==> config.mk <==
export PLATFORM = sky130hd
export DESIGN_NAME = quicksort_engine
export DESIGN_NICKNAME = d
export VERILOG_FILES = /design/src/rtl/qsort_pkg.sv /design/src/rtl/quicksort_engine.sv
export SDC_FILE = /design/constraint.sdc
export NUM_CORES = 2
export LEC_CHECK = 0
export ABC_AREA = 1
export BUFFER_PORTS_ARGS = -buffer_cell sky130_fd_sc_hd__buf_2
export CORE_UTILIZATION = 40
export DETAILED_ROUTE_END_ITERATION = 12
export PLACE_DENSITY = 0.68
export SETUP_SLACK_MARGIN = 0.02
export SLEW_MARGIN = 20
export SYNTH_ARGS = -nofsm -noshare
export SYNTH_HDL_FRONTEND = slang
export SYNTH_SLANG_ARGS = --single-unit
export TNS_END_PERCENT = 100
==> constraint.sdc <==
create_clock -name clk -period 6.4 [get_ports clk]
set_clock_uncertainty 0.15 [all_clocks]
set_input_delay 1.28 -clock clk [delete_from_list [all_inputs] [get_ports clk]]
set_output_delay 1.28 -clock clk [all_outputs]
set_load 0.05 [all_outputs]
==> src/rtl/qsort_pkg.sv <==
package qsort_pkg;

  localparam int MaxElems     = 64;
  localparam int KeyWidth     = 32;
  localparam int SmallSegment = 7;
  localparam int StackDepth   = 8;
  localparam int IdxW         = $clog2(MaxElems);
  localparam int CntW         = $clog2(MaxElems + 1);
  localparam int SpW          = $clog2(StackDepth + 1);
  localparam int StkIdxW      = $clog2(StackDepth);

  localparam logic [1:0] RegSignedCompare = 2'd0;

  typedef struct packed {
    logic [31:0] key_value;
    logic        last_item;
  } qs_in_t;

  typedef struct packed {
    logic [31:0] sorted_key;
    logic        run_end;
  } qs_out_t;

  typedef enum logic [4:0] {
    S_LOAD,
    S_POP,
    S_POPRD,
    S_INS_I,
    S_INS_RD,
    S_INS_CMP,
    S_INS_WR,
    S_M1_RD,
    S_M1_CMP,
    S_M2_RD,
    S_M2_CMP,
    S_M3_RD,
    S_M3_CMP,
    S_PV_RD,
    S_PI_RD,
    S_PI_CMP,
    S_PK_RD,
    S_PK_CMP,
    S_PSWAP,
    S_PEND_RD,
    S_PEND_WR,
    S_PUSH1,
    S_PUSH2,
    S_SW_WR,
    S_EMIT_RD,
    S_EMIT
  } qs_state_t;

endpackage

==> src/rtl/quicksort_engine.sv <==
// quicksort_engine: batch key sorter.
// Input channel in_*: one key per transfer. A transfer with last_item set,
// or the one that fills the 64-entry store, closes the batch.
// While loading, in_stall is low, so keys can arrive back to back. After
// close the block sorts in place with a single key comparator and a
// single-port store (one read or write per cycle): quicksort,
// median-of-three pivot, explicit 8-entry segment stack, insertion sort
// for segments under 7 keys and for segments that find the stack full.
// Results leave on out_* in ascending order, the final one with run_end.
// Each result is read from the store, then loaded into the output register.
// in_stall is high from batch close until the last result is in the output
// register; the next batch may load while that result waits.
// out_stall simply holds the output register; nothing is lost.
// Reset (rst_n low, synchronous) empties the batch and clears signed_compare.
// cfg port: APB style; register 0 bit 0 = signed_compare, read back too.
module quicksort_engine (
  input  logic                  clk,
  input  logic                  rst_n,
  input  logic                  in_valid,
  output logic                  in_stall,
  input  qsort_pkg::qs_in_t     in_data,
  output logic                  out_valid,
  input  logic                  out_stall,
  output qsort_pkg::qs_out_t    out_data,
  input  logic                  cfg_psel,
  input  logic                  cfg_penable,
  input  logic                  cfg_pwrite,
  input  logic [1:0]            cfg_paddr,
  input  logic [31:0]           cfg_pwdata,
  output logic [31:0]           cfg_prdata,
  output logic                  cfg_pready
);
  import qsort_pkg::*;

  logic [KeyWidth-1:0] mem [MaxElems];
  logic [IdxW-1:0] seg_lo_m [StackDepth];
  logic [CntW-1:0] seg_n_m  [StackDepth];

  qs_state_t st_r, st_nxt, ret_r, ret_nxt;
  logic sgn_r;
  logic [CntW-1:0] fill_r, fill_nxt;
  logic [SpW-1:0]  sp_r, sp_nxt;
  logic [IdxW-1:0] lo_r, lo_nxt, hi_r, hi_nxt, mid_r, mid_nxt;
  logic [IdxW-1:0] i_r, i_nxt, k_r, k_nxt, j_r, j_nxt;
  logic [CntW-1:0] n_r, n_nxt;
  logic [KeyWidth-1:0] a_r, a_nxt, b_r, b_nxt, pv_r, pv_nxt, rd_r;
  logic [IdxW-1:0] ia_r, ia_nxt;
  logic [CntW-1:0] e_r, e_nxt;
  logic out_v_r, out_v_nxt;
  qs_out_t out_r, out_nxt;

  // memory port controls
  logic            m_we;
  logic [IdxW-1:0] m_addr;
  logic [KeyWidth-1:0] m_wd;
  logic            s_we;
  logic [StkIdxW-1:0] s_addr;
  logic [IdxW-1:0] s_lo_wd;
  logic [CntW-1:0] s_n_wd;
  logic [IdxW-1:0] s_lo_rd;
  logic [CntW-1:0] s_n_rd;
  // pending second push
  logic [IdxW-1:0] p2lo_r, p2lo_nxt;
  logic [CntW-1:0] p2n_r, p2n_nxt;
  logic ins_ret_r, ins_ret_nxt;

  logic cfg_wr;
  assign cfg_wr = cfg_psel && cfg_penable && cfg_pwrite;
  assign cfg_pready = 1'b1;
  assign cfg_prdata = (cfg_paddr == RegSignedCompare) ? {31'd0, sgn_r} : 32'd0;

  always_ff @(posedge clk) begin
    if (!rst_n) sgn_r <= 1'b0;
    else if (cfg_wr && cfg_paddr == RegSignedCompare) sgn_r <= cfg_pwdata[0];
  end

  // the shared comparator: x < y
  function automatic logic kless(input logic [KeyWidth-1:0] x, y, input logic s);
    logic [KeyWidth-1:0] f;
    f = {s, {(KeyWidth-1){1'b0}}};
    return (x ^ f) < (y ^ f);
  endfunction

  // operand select per state, one compare per cycle
  logic [KeyWidth-1:0] cmp_x, cmp_y;
  logic cmp_lt;
  always_comb begin
    case (st_r)
      S_M3_CMP: begin cmp_x = rd_r; cmp_y = a_r; end
      S_PV_RD: begin cmp_x = a_r; cmp_y = b_r; end
      S_PI_CMP, S_PK_CMP: begin cmp_x = pv_r; cmp_y = rd_r; end
      default: begin cmp_x = a_r; cmp_y = rd_r; end
    endcase
  end
  assign cmp_lt = kless(cmp_x, cmp_y, sgn_r);

  always_ff @(posedge clk) begin
    if (m_we) mem[m_addr] <= m_wd;
    rd_r <= mem[m_addr];
    if (s_we) begin
      seg_lo_m[s_addr] <= s_lo_wd;
      seg_n_m[s_addr]  <= s_n_wd;
    end
    s_lo_rd <= seg_lo_m[s_addr];
    s_n_rd  <= seg_n_m[s_addr];
  end

  assign in_stall  = (st_r != S_LOAD);
  assign out_valid = out_v_r;
  assign out_data  = out_r;

  logic in_acc;
  assign in_acc = in_valid && !in_stall;

  logic [CntW-1:0] n1, n2, kc, loc, hic;
  always_comb begin
    kc  = CntW'(k_r);
    loc = CntW'(lo_r);
    hic = CntW'(hi_r);
    n1  = kc - loc;
    n2  = hic - kc;
  end

  always_comb begin
    st_nxt = st_r; ret_nxt = ret_r; fill_nxt = fill_r; sp_nxt = sp_r;
    lo_nxt = lo_r; hi_nxt = hi_r; mid_nxt = mid_r; i_nxt = i_r; k_nxt = k_r;
    j_nxt = j_r; n_nxt = n_r; a_nxt = a_r; b_nxt = b_r; pv_nxt = pv_r;
    ia_nxt = ia_r; e_nxt = e_r; p2lo_nxt = p2lo_r; p2n_nxt = p2n_r;
    ins_ret_nxt = ins_ret_r;
    out_v_nxt = out_v_r && out_stall; out_nxt = out_r;
    m_we = 1'b0; m_addr = ia_r; m_wd = a_r;
    s_we = 1'b0; s_addr = StkIdxW'(sp_r); s_lo_wd = lo_r; s_n_wd = n_r;
    case (st_r)
      S_LOAD: begin
        m_addr = IdxW'(fill_r);
        m_wd   = in_data.key_value;
        if (in_acc) begin
          m_we = 1'b1;
          fill_nxt = fill_r + 1'b1;
          if (in_data.last_item || fill_r == CntW'(MaxElems - 1)) begin
            lo_nxt = '0; n_nxt = fill_r + 1'b1; sp_nxt = '0; ins_ret_nxt = 1'b0;
            // whole batch as first segment (stack always has room)
            st_nxt = (fill_r == '0) ? S_EMIT_RD : S_POPRD;
            ret_nxt = S_POP;
            e_nxt = '0;
          end
        end
      end
      S_POP: begin
        if (sp_r == '0) begin
          st_nxt = S_EMIT_RD; e_nxt = '0;
        end else begin
          sp_nxt = sp_r - 1'b1;
          s_addr = StkIdxW'(sp_r - 1'b1);
          st_nxt = S_INS_I; ret_nxt = S_POPRD;
          ins_ret_nxt = 1'b1;
        end
      end
      S_POPRD: begin
        // segment (lo_r,n_r) ready, or read from stack
        if (ins_ret_r) begin lo_nxt = s_lo_rd; n_nxt = s_n_rd; end
        ins_ret_nxt = 1'b0;
        st_nxt = S_M1_RD;
        hi_nxt = IdxW'((ins_ret_r ? CntW'(s_lo_rd) + s_n_rd : CntW'(lo_r) + n_r) - 1'b1);
        mid_nxt = IdxW'((ins_ret_r ? CntW'(s_lo_rd) : CntW'(lo_r))
                        + ((ins_ret_r ? s_n_rd : n_r) >> 1));
        if ((ins_ret_r ? s_n_rd : n_r) < CntW'(SmallSegment) ||
            (ins_ret_r ? s_n_rd : n_r) < CntW'(3)) begin
          j_nxt = (ins_ret_r ? s_lo_rd : lo_r) + 1'b1;
          st_nxt = S_INS_I; ret_nxt = S_POP;
        end
      end
      S_INS_I: begin
        // S_POP detour only loads stack regs
        if (ret_r == S_POPRD) begin
          st_nxt = S_POPRD;
        end else if (CntW'(j_r) >= CntW'(lo_r) + n_r || j_r == '0) begin
          st_nxt = ret_r;
        end else begin
          k_nxt = j_r; ia_nxt = j_r; st_nxt = S_INS_RD; m_addr = j_r;
        end
      end
      S_INS_RD: begin
        // key being inserted is read only on the first step
        if (k_r == j_r) a_nxt = rd_r;
        m_addr = k_r - 1'b1; st_nxt = S_INS_CMP;
      end
      S_INS_CMP: begin
        b_nxt = rd_r;
        if (cmp_lt) begin
          m_we = 1'b1; m_addr = k_r; m_wd = rd_r;
          k_nxt = k_r - 1'b1;
          if (k_r - 1'b1 == lo_r) st_nxt = S_INS_WR;
          else begin st_nxt = S_INS_RD; m_we = 1'b1; end
        end else st_nxt = S_INS_WR;
      end
      S_INS_WR: begin
        m_we = 1'b1; m_addr = k_r; m_wd = a_r;
        j_nxt = j_r + 1'b1; st_nxt = S_INS_I;
      end
      S_M1_RD: begin m_addr = mid_r; st_nxt = S_M1_CMP; end
      S_M1_CMP: begin a_nxt = rd_r; m_addr = lo_r; st_nxt = S_M2_RD; end
      S_M2_RD: begin
        b_nxt = rd_r;
        if (cmp_lt) begin
          m_we = 1'b1; m_addr = lo_r; m_wd = a_r; b_nxt = a_r; a_nxt = rd_r;
        end
        st_nxt = S_M2_CMP;
      end
      S_M2_CMP: begin
        m_we = 1'b1; m_addr = mid_r; m_wd = a_r; st_nxt = S_M3_RD;
      end
      S_M3_RD: begin m_addr = hi_r; st_nxt = S_M3_CMP; pv_nxt = b_r; end
      S_M3_CMP: begin
        // a=mid, pv=lo; rd=hi
        if (cmp_lt) begin
          // hi below mid: old mid goes to hi, lo/hi order settled next cycle
          m_we = 1'b1; m_addr = hi_r; m_wd = a_r;
          a_nxt = rd_r; b_nxt = pv_r; i_nxt = '0;
          st_nxt = S_PV_RD;
        end else begin
          b_nxt = pv_r; st_nxt = S_PSWAP; ret_nxt = S_PV_RD; i_nxt = '1;
        end
      end
      S_PV_RD: begin
        if (i_r != '1) begin
          // a=old hi, b=lo: smaller to lo, the other becomes mid
          m_we = 1'b1; m_addr = lo_r; m_wd = cmp_lt ? a_r : b_r;
          if (cmp_lt) begin a_nxt = b_r; b_nxt = a_r; end
          st_nxt = S_PSWAP; i_nxt = '1;
          ret_nxt = S_PV_RD;
        end else begin
          pv_nxt = a_r; i_nxt = lo_r + 1'b1; k_nxt = hi_r - 1'b1; st_nxt = S_PI_RD;
        end
      end
      S_PSWAP: begin
        if (ret_r == S_PV_RD) begin
          m_we = 1'b1; m_addr = mid_r; m_wd = a_r; st_nxt = S_PV_RD;
        end else begin
          // swap i,k : a=elem i, b=elem k
          m_we = 1'b1; m_addr = i_r; m_wd = b_r; st_nxt = S_SW_WR;
        end
      end
      S_SW_WR: begin
        m_we = 1'b1; m_addr = k_r; m_wd = a_r;
        if (mid_r == i_r) mid_nxt = k_r;
        else if (mid_r == k_r) mid_nxt = i_r;
        i_nxt = i_r + 1'b1; k_nxt = k_r - 1'b1; st_nxt = S_PI_RD;
      end
      S_PI_RD: begin
        if (i_r < k_r) begin m_addr = i_r; st_nxt = S_PI_CMP; end
        else st_nxt = S_PK_RD;
      end
      S_PI_CMP: begin
        a_nxt = rd_r;
        if (!cmp_lt) begin i_nxt = i_r + 1'b1; st_nxt = S_PI_RD; end
        else st_nxt = S_PK_RD;
      end
      S_PK_RD: begin
        if (k_r >= i_r && k_r != '1 && !(k_r == '1)) begin
          m_addr = k_r; st_nxt = S_PK_CMP;
        end else st_nxt = S_PEND_RD;
        if (k_r < i_r) st_nxt = S_PEND_RD;
      end
      S_PK_CMP: begin
        b_nxt = rd_r;
        if (cmp_lt) begin
          k_nxt = k_r - 1'b1;
          st_nxt = (k_r == '0) ? S_PEND_RD : S_PK_RD;
        end else if (k_r <= i_r) st_nxt = S_PEND_RD;
        else begin m_addr = i_r; st_nxt = S_PSWAP; ret_nxt = S_PSWAP; end
      end
      S_PEND_RD: begin
        if (k_r != mid_r) begin m_addr = k_r; st_nxt = S_PEND_WR; end
        else st_nxt = S_PUSH1;
      end
      S_PEND_WR: begin
        m_we = 1'b1; m_addr = mid_r; m_wd = rd_r; ia_nxt = k_r;
        st_nxt = S_PUSH1; a_nxt = pv_r;
        j_nxt = '1;
      end
      S_PUSH1: begin
        if (j_r == '1 && st_r == S_PUSH1 && k_r != mid_r && ia_r == k_r) begin
          m_we = 1'b1; m_addr = k_r; m_wd = pv_r; ia_nxt = ~k_r;
        end else begin
          // order pushes: larger first
          if (n2 > n1) begin
            lo_nxt = k_r + 1'b1; n_nxt = n2; p2lo_nxt = lo_r; p2n_nxt = n1;
          end else begin
            lo_nxt = lo_r; n_nxt = n1; p2lo_nxt = k_r + 1'b1; p2n_nxt = n2;
          end
          j_nxt = '0; st_nxt = S_PUSH2; ret_nxt = S_PUSH1;
        end
      end
      S_PUSH2: begin
        // push (lo_r,n_r) if >1 (insertion sort instead if the stack is full), then swap in p2
        if (ret_r == S_PUSH1) begin
          if (n_r > CntW'(1)) begin
            if (sp_r >= SpW'(StackDepth)) begin
              j_nxt = lo_r + 1'b1; st_nxt = S_INS_I; ret_nxt = S_PUSH2;
            end else begin
              s_we = 1'b1; sp_nxt = sp_r + 1'b1; ret_nxt = S_PUSH2;
            end
          end else ret_nxt = S_PUSH2;
          if (!(n_r > CntW'(1) && sp_r >= SpW'(StackDepth))) begin
            lo_nxt = p2lo_r; n_nxt = p2n_r; ret_nxt = S_INS_WR;
          end
        end else if (ret_r == S_PUSH2) begin
          lo_nxt = p2lo_r; n_nxt = p2n_r; ret_nxt = S_INS_WR;
        end else begin
          if (n_r > CntW'(1)) begin
            if (sp_r >= SpW'(StackDepth)) begin
              j_nxt = lo_r + 1'b1; st_nxt = S_INS_I; ret_nxt = S_POP;
            end else begin s_we = 1'b1; sp_nxt = sp_r + 1'b1; st_nxt = S_POP; end
          end else st_nxt = S_POP;
        end
      end
      S_EMIT_RD: begin
        if (!out_v_r || !out_stall) begin m_addr = IdxW'(e_r); st_nxt = S_EMIT; end
      end
      S_EMIT: begin
        out_v_nxt = 1'b1;
        out_nxt.sorted_key = rd_r;
        out_nxt.run_end = (e_r + 1'b1 == fill_r);
        e_nxt = e_r + 1'b1;
        if (e_r + 1'b1 == fill_r) begin st_nxt = S_LOAD; fill_nxt = '0; end
        else st_nxt = S_EMIT_RD;
      end
      default: st_nxt = S_LOAD;
    endcase
  end

  always_ff @(posedge clk) begin
    if (!rst_n) begin
      st_r <= S_LOAD; fill_r <= '0; sp_r <= '0; out_v_r <= 1'b0;
      ret_r <= S_POP; ins_ret_r <= 1'b0;
    end else begin
      st_r <= st_nxt; fill_r <= fill_nxt; sp_r <= sp_nxt; out_v_r <= out_v_nxt;
      ret_r <= ret_nxt; ins_ret_r <= ins_ret_nxt;
    end
    lo_r <= lo_nxt; hi_r <= hi_nxt; mid_r <= mid_nxt; i_r <= i_nxt; k_r <= k_nxt;
    j_r <= j_nxt; n_r <= n_nxt; a_r <= a_nxt; b_r <= b_nxt; pv_r <= pv_nxt;
    ia_r <= ia_nxt; e_r <= e_nxt; p2lo_r <= p2lo_nxt; p2n_r <= p2n_nxt;
    out_r <= out_nxt;
  end

  a_stall_sort: assert property (@(posedge clk) disable iff (!rst_n)
    (st_r != S_LOAD) |-> in_stall)
    else $error("input taken while sorting");
  a_sp_range: assert property (@(posedge clk) disable iff (!rst_n)
    sp_r <= SpW'(StackDepth))
    else $error("stack pointer overflow");
  a_fill_range: assert property (@(posedge clk) disable iff (!rst_n)
    fill_r <= CntW'(MaxElems))
    else $error("fill count overflow");
  a_out_hold: assert property (@(posedge clk) disable iff (!rst_n)
    (out_v_r && out_stall) |=> (out_v_r && $stable(out_r)))
    else $error("result dropped under stall");
endmodule

==> qor.csv <==
stage,metric,value,unit
floorplan,Die Y,523.7,um
floorplan,Initial Util,0.4020,
logic_synthesis,synthesized area,108900,um^2
logic_synthesis,ys async rst share,0,
critical_path,CP startpoint kind,flop,
detailed_routing,final WL,323.7,mm
job,max_cap viols,0,
critical_path,WP buf/inv,6,
sta,Final min period,6.061,ns
layout,area delta synth->final,15.62,%
layout,# fillers,24230,
global_routing,first-pass GRT wire length,478.2,mm
global_routing,pin count of the biggest net entering global routing,148,
critical_path,WP depth,33,
sta,slew margin rel.,0.1964,
logic_synthesis,register bit total from synthesis,2419,
detailed_routing,DRT iter0 DRCs,10380,
critical_path,WP data required,7.00,ns
sta,RSZ-0062 raised after global routing,yes,
worst_hold_path,Hold Crit Depth,2,
critical_path,Crit Path Class,reg2reg,
clock_tree,# H-tree levels,5,
logic_synthesis,sequential-to-total area share from yosys stat,0.6609,
clock_tree,clk sinks,2419,
sta,# setup viols final,0,
sta,fin. max-slew vios,0,
sta,fin crit share,0.9471,
detailed_routing,DRC,0,
clock_tree,Max Root-Sink Buffers,4,
clock_tree,worst skew pair latency,0.93,ns
logic_synthesis,Avg Inst Size Synth,10.07,um^2
critical_path,Critical Path Fanout Max,47,
clock_tree,Clock Tree Root,clkbuf_16,
layout,nets,11210,
sta,Setup TNS,0,ns
critical_path,worst-path cell with the longest stage delay,dfxtp_1,
global_routing,initial antenna violation count,7,
detailed_routing,via count,80920,
floorplan,full die area,274200,um^2
layout,"most common cell after layout, fill and taps aside",nand2_1,
global_routing,Overall Global Routing Usage,0.2317,
run_status,outcome,"finished, final reports clean",
placement,hpwl dp,197.1,mm
critical_path,R2R depth,33,
logic_synthesis,Yosys cell types,60,
placement,IO Port Bufs,78,
floorplan,DIE WIDTH,523.7,um
layout,layout cells sized above 1,0.09709,
logic_synthesis,Syn Inst Count,10810,
clock_tree,"Clk pin slew, worst setup/hold paths",0.06,ns
global_routing,gr ovfl total,0,
layout,most frequent cells in the layout,"nand2_1, edfxtp_1, nand3_1",
sta,final hold vios,0,
clock_tree,# hold bufs at CTS,0,
logic_synthesis,Synth warnings,0,
clock_tree,CTS tree,done,
worst_hold_path,worst hold path class,reg2reg,
critical_path,family with the most delay on the worst path,simple AND/OR/NAND/NOR gates,
detailed_routing,TritonRoute pass-1 iters,6,
placement,placed cells,14320,
logic_synthesis,Post-synth EDFFs,2350,
detailed_routing,via density per instance,5.468,
floorplan,Core Footprint,270800,um^2
floorplan,IO Count,142,
layout,fin cells,14800,
sta,Worst Max-Slew Pin Slew,1.193,ns
critical_path,cell repeated most along the worst path,nand2_1,
critical_path,WP data arrival,6.66,ns
clock_tree,TritonCTS Buffers,274,
detailed_routing,remaining antenna violation count,0,
global_routing,number of global-route vias before repair,75430,
logic_synthesis,main flop type after synthesis,edfxtp_1,
sta,Max Clk Rate,165.0,MHz
critical_path,max incr delay on CP,0.39,ns
sta,hold_ws,0.3393,ns
placement,Placer Congestion,0.9815,
critical_path,crit path capture type,flop,
detailed_routing,routed length per instance,21.87,um
floorplan,row count,191,
-- metal layers --
layer,track usage,share of wire
met5,0,0
met2,0.3566,0.45
met1,0.3246,0.40
met4,0.08708,0.038
met3,0.04430,0.11
-- path summary, 6_finish.rpt --
path | from | end | slack, ns
hold reg to reg | seg_lo_m[4][1] | s_lo_rd[1] | 0.34
hold / removal | seg_lo_m[4][1] | s_lo_rd[1] | 0.34
setup / recovery | st_r[3] | rd_r[17] | 0.34
setup reg to reg | st_r[3] | rd_r[17] | 0.34
-- cell type report --
class	instances	area, um^2	share of cell area
tap	3570	4467	0.03549
sequential	2419	71950	0.5716
antenna	2	5.005	0.00003976
multi-input combinational	7390	33530	0.2664
clock buffer	350	7244	0.05756
clock inverter	112	1001	0.007953
timing repair buffer	555	6138	0.04877
inverter	401	1530	0.01216
-- logic make-up after synthesis --
group	share of synthesized area
simple gates	0.2229
flops	0.6609
compound gates	0.05969
buf+inv	0.03988
fa+ha+maj	0.01138
xor+xnor	0.004747
mux	0.0003678
other cells	0.00006899
-- synth_stat cells, drive strengths merged (17+ instances only) --
| cell type | instances | area (um^2) |
|---|---|---|
| a211oi | 45 | 337.8 |
| a21oi | 99 | 499.2 |
| a22oi | 40 | 305.3 |
| buf | 376 | 1888 |
| clkbuf | 252 | 945.9 |
| dfxtp | 69 | 1381 |
| edfxtp | 2350 | 70570 |
| ha | 91 | 1139 |
| inv | 392 | 1474 |
| nand2 | 4698 | 17650 |
| nand3 | 875 | 4384 |
| nand4 | 18 | 112.6 |
| nor2 | 464 | 1764 |
| nor3 | 29 | 145.1 |
| nor4 | 17 | 106.4 |
| o2111ai | 111 | 972.2 |
| o211ai | 20 | 150.1 |
| o21ai | 636 | 3183 |
| o21bai | 17 | 127.6 |
| o221ai | 44 | 385.4 |
| o22ai | 22 | 137.6 |
| xor2 | 46 | 402.9 |
-- tightest hold or removal path: cells and delay by family, from the launching register on --
family | cells | cell delay (ns)
compound gates | 2 | 0.14
flops | 1 | 0.31
-- sequential cells by signal (all words and copies together) (netlist names), 32 cells and up --
signal,count
mem,2048
seg_n_m,56
seg_lo_m,48
out_data,33
a_r,32
b_r,32
pv_r,32
rd_r,32
-- per-stage QoR --
stage               area (um^2)  utilization  setup WS, ns
floorplan                109000            -       -0.1643
global placement         117400       0.4334       0.06618
detailed placement       117400       0.4334       0.08558
CTS                      125600       0.4639       0.05144
global route             125900       0.4648      0.006188
finish                   125900       0.4649        0.3387
-- repair_timing --
action,4_1_cts,5_1_grt
setup endpoints to repair,0,2069
endpoints found under the hold margin,0,0
setup buffers,0,14
resized for setup,0,25
Power is not shown: default switching activity piles up to over one toggle a cycle in this logic, so the estimate is an artifact.
